## src/hw/rtl/stki_pkg.sv

```systemverilog
// ----------------------------------------------------------------------------
// stki_pkg
// Shared sizes, types and control structs for the streaming top-k block.
// ----------------------------------------------------------------------------
package stki_pkg;

    localparam int MAX_KEEP   = 16;
    localparam int SCORE_W    = 32;
    localparam int KEEP_W     = 5;
    localparam int CNT_W      = $clog2(MAX_KEEP + 1);
    localparam int RANK_W     = 4;
    localparam int OUT_DATA_W = ((SCORE_W + RANK_W + 7) / 8) * 8;
    localparam logic [KEEP_W-1:0] KEEP_RESET = KEEP_W'(16);

    typedef logic signed [SCORE_W-1:0] t_score;

    typedef enum logic {
        ST_COLLECT,
        ST_EMIT
    } t_state;

    // controller -> datapath
    typedef struct packed {
        logic insert;
        logic shift;
    } t_cmd;

    // datapath -> controller
    typedef struct packed {
        logic final_entry;
    } t_status;

endpackage

```

## src/hw/rtl/streaming_top_k_insertion.sv

```systemverilog
// ----------------------------------------------------------------------------
// streaming_top_k_insertion
// Keeps the k largest signed scores of a vector and emits them sorted.
// ----------------------------------------------------------------------------
// Usage:
//   Slave stream: one signed 32-bit score per request in tdata, tlast marks
//   the final score of a vector. Each score is placed into a sorted list in
//   the cycle it is taken (a later equal score goes behind an earlier one);
//   the input accepts one score per cycle while a vector is collected.
//   On the score with tlast the block stops taking input and, from the next
//   cycle, emits the list largest first on the master stream: tdata carries
//   the score and its rank, tlast the final entry. One entry leaves per cycle
//   while tready is high; the input is stalled while the list drains and
//   while the receiver holds tready low. The list then clears and input
//   resumes. The config channel writes k (keep count, 0 acts as 1, above 16
//   as 16); it is always ready and k resets to 16. Reset empties the list.
// ----------------------------------------------------------------------------
module streaming_top_k_insertion
    import stki_pkg::*;
(
    input  logic                  i_clk,
    input  logic                  i_rst_n,
    input  logic                  i_s_axis_tvalid,
    output logic                  o_s_axis_tready,
    input  logic [SCORE_W-1:0]    i_s_axis_tdata,   // [31:0] score
    input  logic                  i_s_axis_tlast,   // end_of_vector
    output logic                  o_m_axis_tvalid,
    input  logic                  i_m_axis_tready,
    output logic [OUT_DATA_W-1:0] o_m_axis_tdata,   // [31:0] top_score, [35:32] rank
    output logic                  o_m_axis_tlast,   // last_of_list
    input  logic                  i_cfg_valid,
    output logic                  o_cfg_ready,
    input  logic [KEEP_W-1:0]     i_cfg_data        // keep_count
);

    t_cmd              cmd;
    t_status           status;
    t_score            head;
    logic [RANK_W-1:0] rank;

    stki_ctrl u_ctrl (
        .i_clk       (i_clk),
        .i_rst_n     (i_rst_n),
        .i_in_valid  (i_s_axis_tvalid),
        .i_in_last   (i_s_axis_tlast),
        .o_in_ready  (o_s_axis_tready),
        .o_out_valid (o_m_axis_tvalid),
        .i_out_ready (i_m_axis_tready),
        .o_cmd       (cmd),
        .i_status    (status)
    );

    stki_dp u_dp (
        .i_clk      (i_clk),
        .i_rst_n    (i_rst_n),
        .i_cmd      (cmd),
        .o_status   (status),
        .i_score    (t_score'(i_s_axis_tdata)),
        .i_cfg_we   (i_cfg_valid),
        .i_cfg_keep (i_cfg_data),
        .o_head     (head),
        .o_rank     (rank)
    );

    assign o_cfg_ready    = 1'b1;
    assign o_m_axis_tdata = {(OUT_DATA_W - SCORE_W - RANK_W)'(0), rank, head};
    assign o_m_axis_tlast = status.final_entry;

endmodule

```

## src/hw/rtl/stki_dp.sv

```systemverilog
// ----------------------------------------------------------------------------
// stki_dp
// Sorted score list with parallel-compare insertion and shift-out emission.
// ----------------------------------------------------------------------------
module stki_dp
    import stki_pkg::*;
(
    input  logic                i_clk,
    input  logic                i_rst_n,
    input  t_cmd                i_cmd,
    output t_status             o_status,
    input  t_score              i_score,
    input  logic                i_cfg_we,
    input  logic [KEEP_W-1:0]   i_cfg_keep,
    output t_score              o_head,
    output logic [RANK_W-1:0]   o_rank
);

    t_score                 r_list [MAX_KEEP];
    t_score                 n_list [MAX_KEEP];
    logic [CNT_W-1:0]       r_cnt;
    logic [CNT_W-1:0]       n_cnt;
    logic [RANK_W-1:0]      r_rank;
    logic [KEEP_W-1:0]      r_keep;

    logic [CNT_W-1:0]       k_eff;
    logic [CNT_W-1:0]       cnt_cut;
    logic [MAX_KEEP-1:0]    ge;
    logic [MAX_KEEP-1:0]    k_mask;
    logic                   ins_ok;

    always_comb begin
        if (r_keep == '0) begin
            k_eff = CNT_W'(1);
        end else if (CNT_W'(r_keep) > CNT_W'(MAX_KEEP)) begin
            k_eff = CNT_W'(MAX_KEEP);
        end else begin
            k_eff = CNT_W'(r_keep);
        end
        cnt_cut = (r_cnt > k_eff) ? k_eff : r_cnt;
        k_mask  = MAX_KEEP'(1) << (k_eff - CNT_W'(1));
        // entries at or above the new score form a prefix of the list
        for (int i = 0; i < MAX_KEEP; i++) begin
            ge[i] = (CNT_W'(i) < cnt_cut) && (r_list[i] >= i_score);
        end
        ins_ok = ~|(ge & k_mask);
    end

    always_comb begin
        n_list = r_list;
        n_cnt  = r_cnt;
        if (i_cmd.insert) begin
            n_cnt = cnt_cut;
            if (ins_ok) begin
                if (ge[0]) begin
                    n_list[0] = r_list[0];
                end else begin
                    n_list[0] = i_score;
                end
                for (int i = 1; i < MAX_KEEP; i++) begin
                    if (ge[i]) begin
                        n_list[i] = r_list[i];
                    end else if (ge[i-1]) begin
                        n_list[i] = i_score;
                    end else begin
                        n_list[i] = r_list[i-1];
                    end
                end
                n_cnt = (cnt_cut < k_eff) ? cnt_cut + CNT_W'(1) : k_eff;
            end
        end else if (i_cmd.shift) begin
            // advance the list toward the head
            for (int i = 0; i < MAX_KEEP - 1; i++) begin
                n_list[i] = r_list[i+1];
            end
            n_cnt = r_cnt - CNT_W'(1);
        end
    end

    always_ff @(posedge i_clk) begin
        r_list <= n_list;
    end

    always_ff @(posedge i_clk) begin
        if (!i_rst_n) begin
            r_cnt  <= '0;
            r_rank <= '0;
            r_keep <= KEEP_RESET;
        end else begin
            r_cnt <= n_cnt;
            if (i_cmd.insert) begin
                r_rank <= '0;
            end else if (i_cmd.shift) begin
                r_rank <= r_rank + RANK_W'(1);
            end
            if (i_cfg_we) begin
                r_keep <= i_cfg_keep;
            end
        end
    end

    assign o_status.final_entry = (r_cnt == CNT_W'(1));
    assign o_head               = r_list[0];
    assign o_rank               = r_rank;

    a_cnt_bound: assert property (@(posedge i_clk) disable iff (!i_rst_n)
        r_cnt <= CNT_W'(MAX_KEEP))
        else $error("kept count above list depth");

    a_insert_nonempty: assert property (@(posedge i_clk) disable iff (!i_rst_n)
        i_cmd.insert |=> r_cnt != '0)
        else $error("list empty after insertion");

    a_drain_clears: assert property (@(posedge i_clk) disable iff (!i_rst_n)
        (i_cmd.shift && r_cnt == CNT_W'(1)) |=> r_cnt == '0)
        else $error("list not cleared after final entry");

endmodule

```

## src/hw/rtl/stki_ctrl.sv

```systemverilog
// ----------------------------------------------------------------------------
// stki_ctrl
// Controller: collects scores, then drains the sorted list on a frame end.
// ----------------------------------------------------------------------------
module stki_ctrl
    import stki_pkg::*;
(
    input  logic    i_clk,
    input  logic    i_rst_n,
    input  logic    i_in_valid,
    input  logic    i_in_last,
    output logic    o_in_ready,
    output logic    o_out_valid,
    input  logic    i_out_ready,
    output t_cmd    o_cmd,
    input  t_status i_status
);

    t_state r_state;
    t_state n_state;

    always_ff @(posedge i_clk) begin
        if (!i_rst_n) begin
            r_state <= ST_COLLECT;
        end else begin
            r_state <= n_state;
        end
    end

    always_comb begin
        n_state      = r_state;
        o_in_ready   = 1'b0;
        o_out_valid  = 1'b0;
        o_cmd.insert = 1'b0;
        o_cmd.shift  = 1'b0;
        case (r_state)
            ST_COLLECT: begin
                o_in_ready = 1'b1;
                if (i_in_valid) begin
                    o_cmd.insert = 1'b1;
                    if (i_in_last) begin
                        n_state = ST_EMIT;
                    end
                end
            end
            ST_EMIT: begin
                o_out_valid = 1'b1;
                if (i_out_ready) begin
                    o_cmd.shift = 1'b1;
                    if (i_status.final_entry) begin
                        n_state = ST_COLLECT;
                    end
                end
            end
            default: begin
                n_state = ST_COLLECT;
            end
        endcase
    end

    a_exclusive: assert property (@(posedge i_clk) disable iff (!i_rst_n)
        !(o_in_ready && o_out_valid))
        else $error("input and output active together");

    a_last_ends: assert property (@(posedge i_clk) disable iff (!i_rst_n)
        (o_out_valid && i_out_ready && i_status.final_entry) |=> !o_out_valid)
        else $error("output still valid after final entry");

endmodule

```

## config.mk

```make
export PLATFORM = sky130hd
export DESIGN_NAME = streaming_top_k_insertion
export DESIGN_NICKNAME = d
export VERILOG_FILES = /design/src/hw/rtl/stki_pkg.sv /design/src/hw/rtl/streaming_top_k_insertion.sv /design/src/hw/rtl/stki_dp.sv /design/src/hw/rtl/stki_ctrl.sv
export SDC_FILE = /design/constraint.sdc
export NUM_CORES = 2
export LEC_CHECK = 0
export ABC_AREA = 1
export BUFFER_PORTS_ARGS = -buffer_cell sky130_fd_sc_hd__buf_4
export CORE_MARGIN = 2
export CORE_UTILIZATION = 65
export CTS_CLUSTER_SIZE = 12
export DETAILED_ROUTE_END_ITERATION = 10
export GPL_ROUTABILITY_DRIVEN = 0
export PLACE_DENSITY_LB_ADDON = 0.25
export SYNTH_ARGS = -nofsm -noshare
export SYNTH_HDL_FRONTEND = slang
export SYNTH_HIERARCHICAL = 1
export SYNTH_SLANG_ARGS = --single-unit
```

## constraint.sdc

```tcl
create_clock -name i_clk -period 6.36 [get_ports i_clk]
set_input_delay 0.954 -clock i_clk [delete_from_list [all_inputs] [get_ports i_clk]]
set_output_delay 0.954 -clock i_clk [all_outputs]
set_load 0.01 [all_outputs]
```

==> results.cfg <==
[run_status]
outcome = complete, no violations

[clocking]
cts_buffers = 59
postCtsSetupRepairBufs = 0
clkTransAtPathRegs_ns = 0.06
clock_tree.root_cell = sky130_fd_sc_hd__clkbuf_16
tritoncts = done
cts_resized = 0
clock_path_buffers = 3
clock_insertion_delay_worst_skew_ns = 0.65
clock_sink_count = 527
ctsHtreeMaxLevel = 2
post_cts_hold_buffer_count = 0

[timing]
final.setup.tns_ns = 0
maxClockFrequency_mhz = 178
tightestPinTransition_ns = 1.19
skew_ns = 0.0242
final_min_period_over_clock_period_pct = 88.6
worst_slack_ns = 0.727
finalHoldViolations = 0
rsz0062_at_grt = false
slew_headroom_pct = 20.3
setup_viol_count_final = 0
min_period_ns = 5.63
slew_violations = 0

[hold_path]
worst_hold_startpoint = u_dp/r_keep[0]
holdPathEnd = u_dp/r_keep[0]
worst_hold_path.num_cells = 2
worstHoldPathType = flip-flop to flip-flop

[place]
port-buffer-count = 81
area_post_placement_sq_mm = 0.0404
post_placement_setup_slack_ns = 0.595
placedCellCount = 5475
place.detailed.hpwl_um = 71500

[detailed_routing]
via_count = 33665
drt-wirelength-per-cell_um = 17.8
drc_errors = 0
first_iter_violations = 3057
routed_wirelength_um = 99600
vias_per_cell = 6.03
detail-route-antenna-nets = 0
firstDrtPassIters = 6

[cells_and_area]
seq_area_sq_mm = 0.0157
layout.nets = 5322
commonest_non_fill_non_tap_cell_in_the_layout = sky130_fd_sc_hd__nand2_1
n_fill_cell = 4710
multiInputGateArea_sq_mm = 0.0217
final_cells = 5587
diodes = 0
share_of_cells_above_drive_strength_1_pct = 8.18
areaGrowthSynthToFinish_pct = 7.60
layout_common_cells = 1541 x sky130_fd_sc_hd__nand2_1, 837 x sky130_fd_sc_hd__o21ai_0, 525 x sky130_fd_sc_hd__ha_1
post-route-cell-area_sq_mm = 0.0423

[worst_setup_path]
crit_required_ns = 6.71
critPathMaxStageDelay_ns = 0.91
timing.rr.end = u_dp/r_list[205]
slowest_stage_cell_crit_path = sky130_fd_sc_hd__o21ai_4
arrival_ns = 5.99
setup.worst_path.start_class = flip-flop
critPathTopFamily = simple AND/OR/NAND/NOR gates
critical_path.most_common_cell = sky130_fd_sc_hd__nand2_1
crit-reg2reg-launch = u_dp/r_keep[4]
critPathLaunch = u_dp/r_keep[4]
worst_setup_path_end_kind = flip-flop
timing.reg2reg.worst_path_depth = 20
path_buf_inv = 3
reg2reg_setup_slack_ns = 0.73
cp_cell_sequence = nor2_2 > inv_1 > ha_1 > nand2_1 > inv_1 > o21ai_2 > nand3_2 > nand2_1 > nand2_1 > nand2_1 > nand2_1 > o21ai_1 > nand3_1 > nand2_1 > nor2_1 > nand2_1 > nor2_4 > o21ai_4 > a21oi_4 > buf_4
crit_fanout = 26
type_of_the_setup_path_with_the_least_slack = flip-flop to flip-flop

[synth]
syn_avg_cell_area_sq_um = 8.18
netlist-cell-type-count = 45
ys_ff_latch = 527
synthesis.area_sq_mm = 0.0393
ys.warnings.count = 6
asyncSetResetFlopFracSynth_pct = 0
yosys.area.top_type_share_pct = 39.1
synth_enable_flop_cells = 512
synth-main-ff-cell = sky130_fd_sc_hd__edfxtp_1
synthCells = 4805
synth.yosys.seq_area_share_pct = 39.9
synthDominantAreaCellType = sky130_fd_sc_hd__edfxtp_1
synth_top_cells_by_area = sky130_fd_sc_hd__edfxtp_1 39%, sky130_fd_sc_hd__ha_1 17%, sky130_fd_sc_hd__nand2_1 15%

[die]
design.core.area_sq_mm = 0.0600
pin_count = 87
die_outline_area_sq_mm = 0.0625
die_x_um = 250
floorplan.die.height_um = 250
placement_rows = 90
floorplan.initialDensity_pct = 65.5

[power]
pwr_density_cell_mw_per_mm2 = 401
power_leakage_nw = 17.9
vdd.ir_drop.worst_mv = 0.307

[global_route]
globalRoute.totalOverflow = 0
grt_start_max_net_pins = 225
grt_pass1_vias = 31126
antenna_found_initial = 0
grt_first_pass_wirelength_um = 160000
grt_use_total_pct = 31.3

[flow_run]
max_cap_viol_count = 0
==> how the worst max path moves through the flow <==
stage	end	slack (ns)	cells past startpoint
4_1_cts	u_dp/r_list[212]	1.00	20
6_report	u_dp/r_list[205]	0.73	20
3_3_place_gp	u_dp/r_list[203]	0.64	19
2_1_floorplan	u_dp/r_list[0]	0.66	19
5_1_grt	u_dp/r_list[212]	0.50	20
3_5_place_dp	u_dp/r_list[203]	0.59	20
==> worst register-to-register path, stage by stage, from the launching register on <==
cell,delay [ns]
sky130_fd_sc_hd__dfxtp_1,0.47
sky130_fd_sc_hd__nor2_2,0.46
sky130_fd_sc_hd__inv_1,0.29
sky130_fd_sc_hd__ha_1,0.39
sky130_fd_sc_hd__nand2_1,0.08
sky130_fd_sc_hd__inv_1,0.04
sky130_fd_sc_hd__o21ai_2,0.11
sky130_fd_sc_hd__nand3_2,0.26
sky130_fd_sc_hd__nand2_1,0.27
sky130_fd_sc_hd__nand2_1,0.08
sky130_fd_sc_hd__nand2_1,0.30
sky130_fd_sc_hd__nand2_1,0.18
sky130_fd_sc_hd__o21ai_1,0.42
sky130_fd_sc_hd__nand3_1,0.13
sky130_fd_sc_hd__nand2_1,0.20
sky130_fd_sc_hd__nor2_1,0.06
sky130_fd_sc_hd__nand2_1,0.12
sky130_fd_sc_hd__nor2_4,0.10
sky130_fd_sc_hd__o21ai_4,0.91
sky130_fd_sc_hd__a21oi_4,0.14
sky130_fd_sc_hd__buf_4,0.32
==> synth_stat cells (all sizes together), types with 6 or more instances <==
library cell and count:
o21a 35, clkinv 39, o22ai 17, a21oi 279, inv 185, nor4 9, nand4 48, clkbuf 181
dfxtp 15, edfxtp 512, a21o 11, nor3b 6, nand2 1547, ha 525, o21ai 1019, nand3 94
nor3 11, nor2 166, buf 93
==> final cells by class <==
cell class	instances	area share (%)
multi-input combinational	3783	51.2
sequential	527	37.1
clock buffer	66	3.60
timing repair buffer	159	2.94
tap	782	2.31
inverter	224	2.01
clock inverter	46	0.867
==> state kept, by name, indices dropped and copies added, names as in the netlist <==
register	flops
u_ctrl/r_state	1
u_dp/o_head	32
u_dp/o_rank	4
u_dp/r_cnt	5
u_dp/r_keep	5
u_dp/r_list	480
==> metal layers <==
layer	vias up	part of all wire, %	track usage (%)
met5	-	0	0
met1	15555	42	41.9
met4	0	3.9	12.3
li1	16652	-	-
met2	1238	47	51.7
met3	220	6.9	3.97
==> metrics by stage <==
stage,power [W],hold WS [ns],utilization (%)
floorplan,0.0116,0.448,-
global placement,0.0131,0.476,67.3
detailed placement,0.0134,0.486,67.3
CTS,0.0169,0.494,70.5
global route,0.0182,0.514,70.5
finish,0.0169,0.494,70.5
==> power breakdown <==
| group | internal [W] | switching [W] |
|---|---|---|
| logic | 0.00247 | 0.00453 |
| clock network | 0.00195 | 0.00145 |
| registers | 0.00555 | 0.000996 |
| total | 0.00997 | 0.00697 |
==> cell families after synthesis <==
| family | share of synthesized area (%) |
|---|---|
| DFF | 39.9 |
| and+or+nand+nor | 19.0 |
| xor gates and xnor gates | 0.0446 |
| AOI/OAI and AO/OA | 18.8 |
| buffers and inverters | 5.59 |
| other | 0.0191 |
| adders and majority gates | 16.7 |
Note: power is estimated with default switching activity, not from simulation.
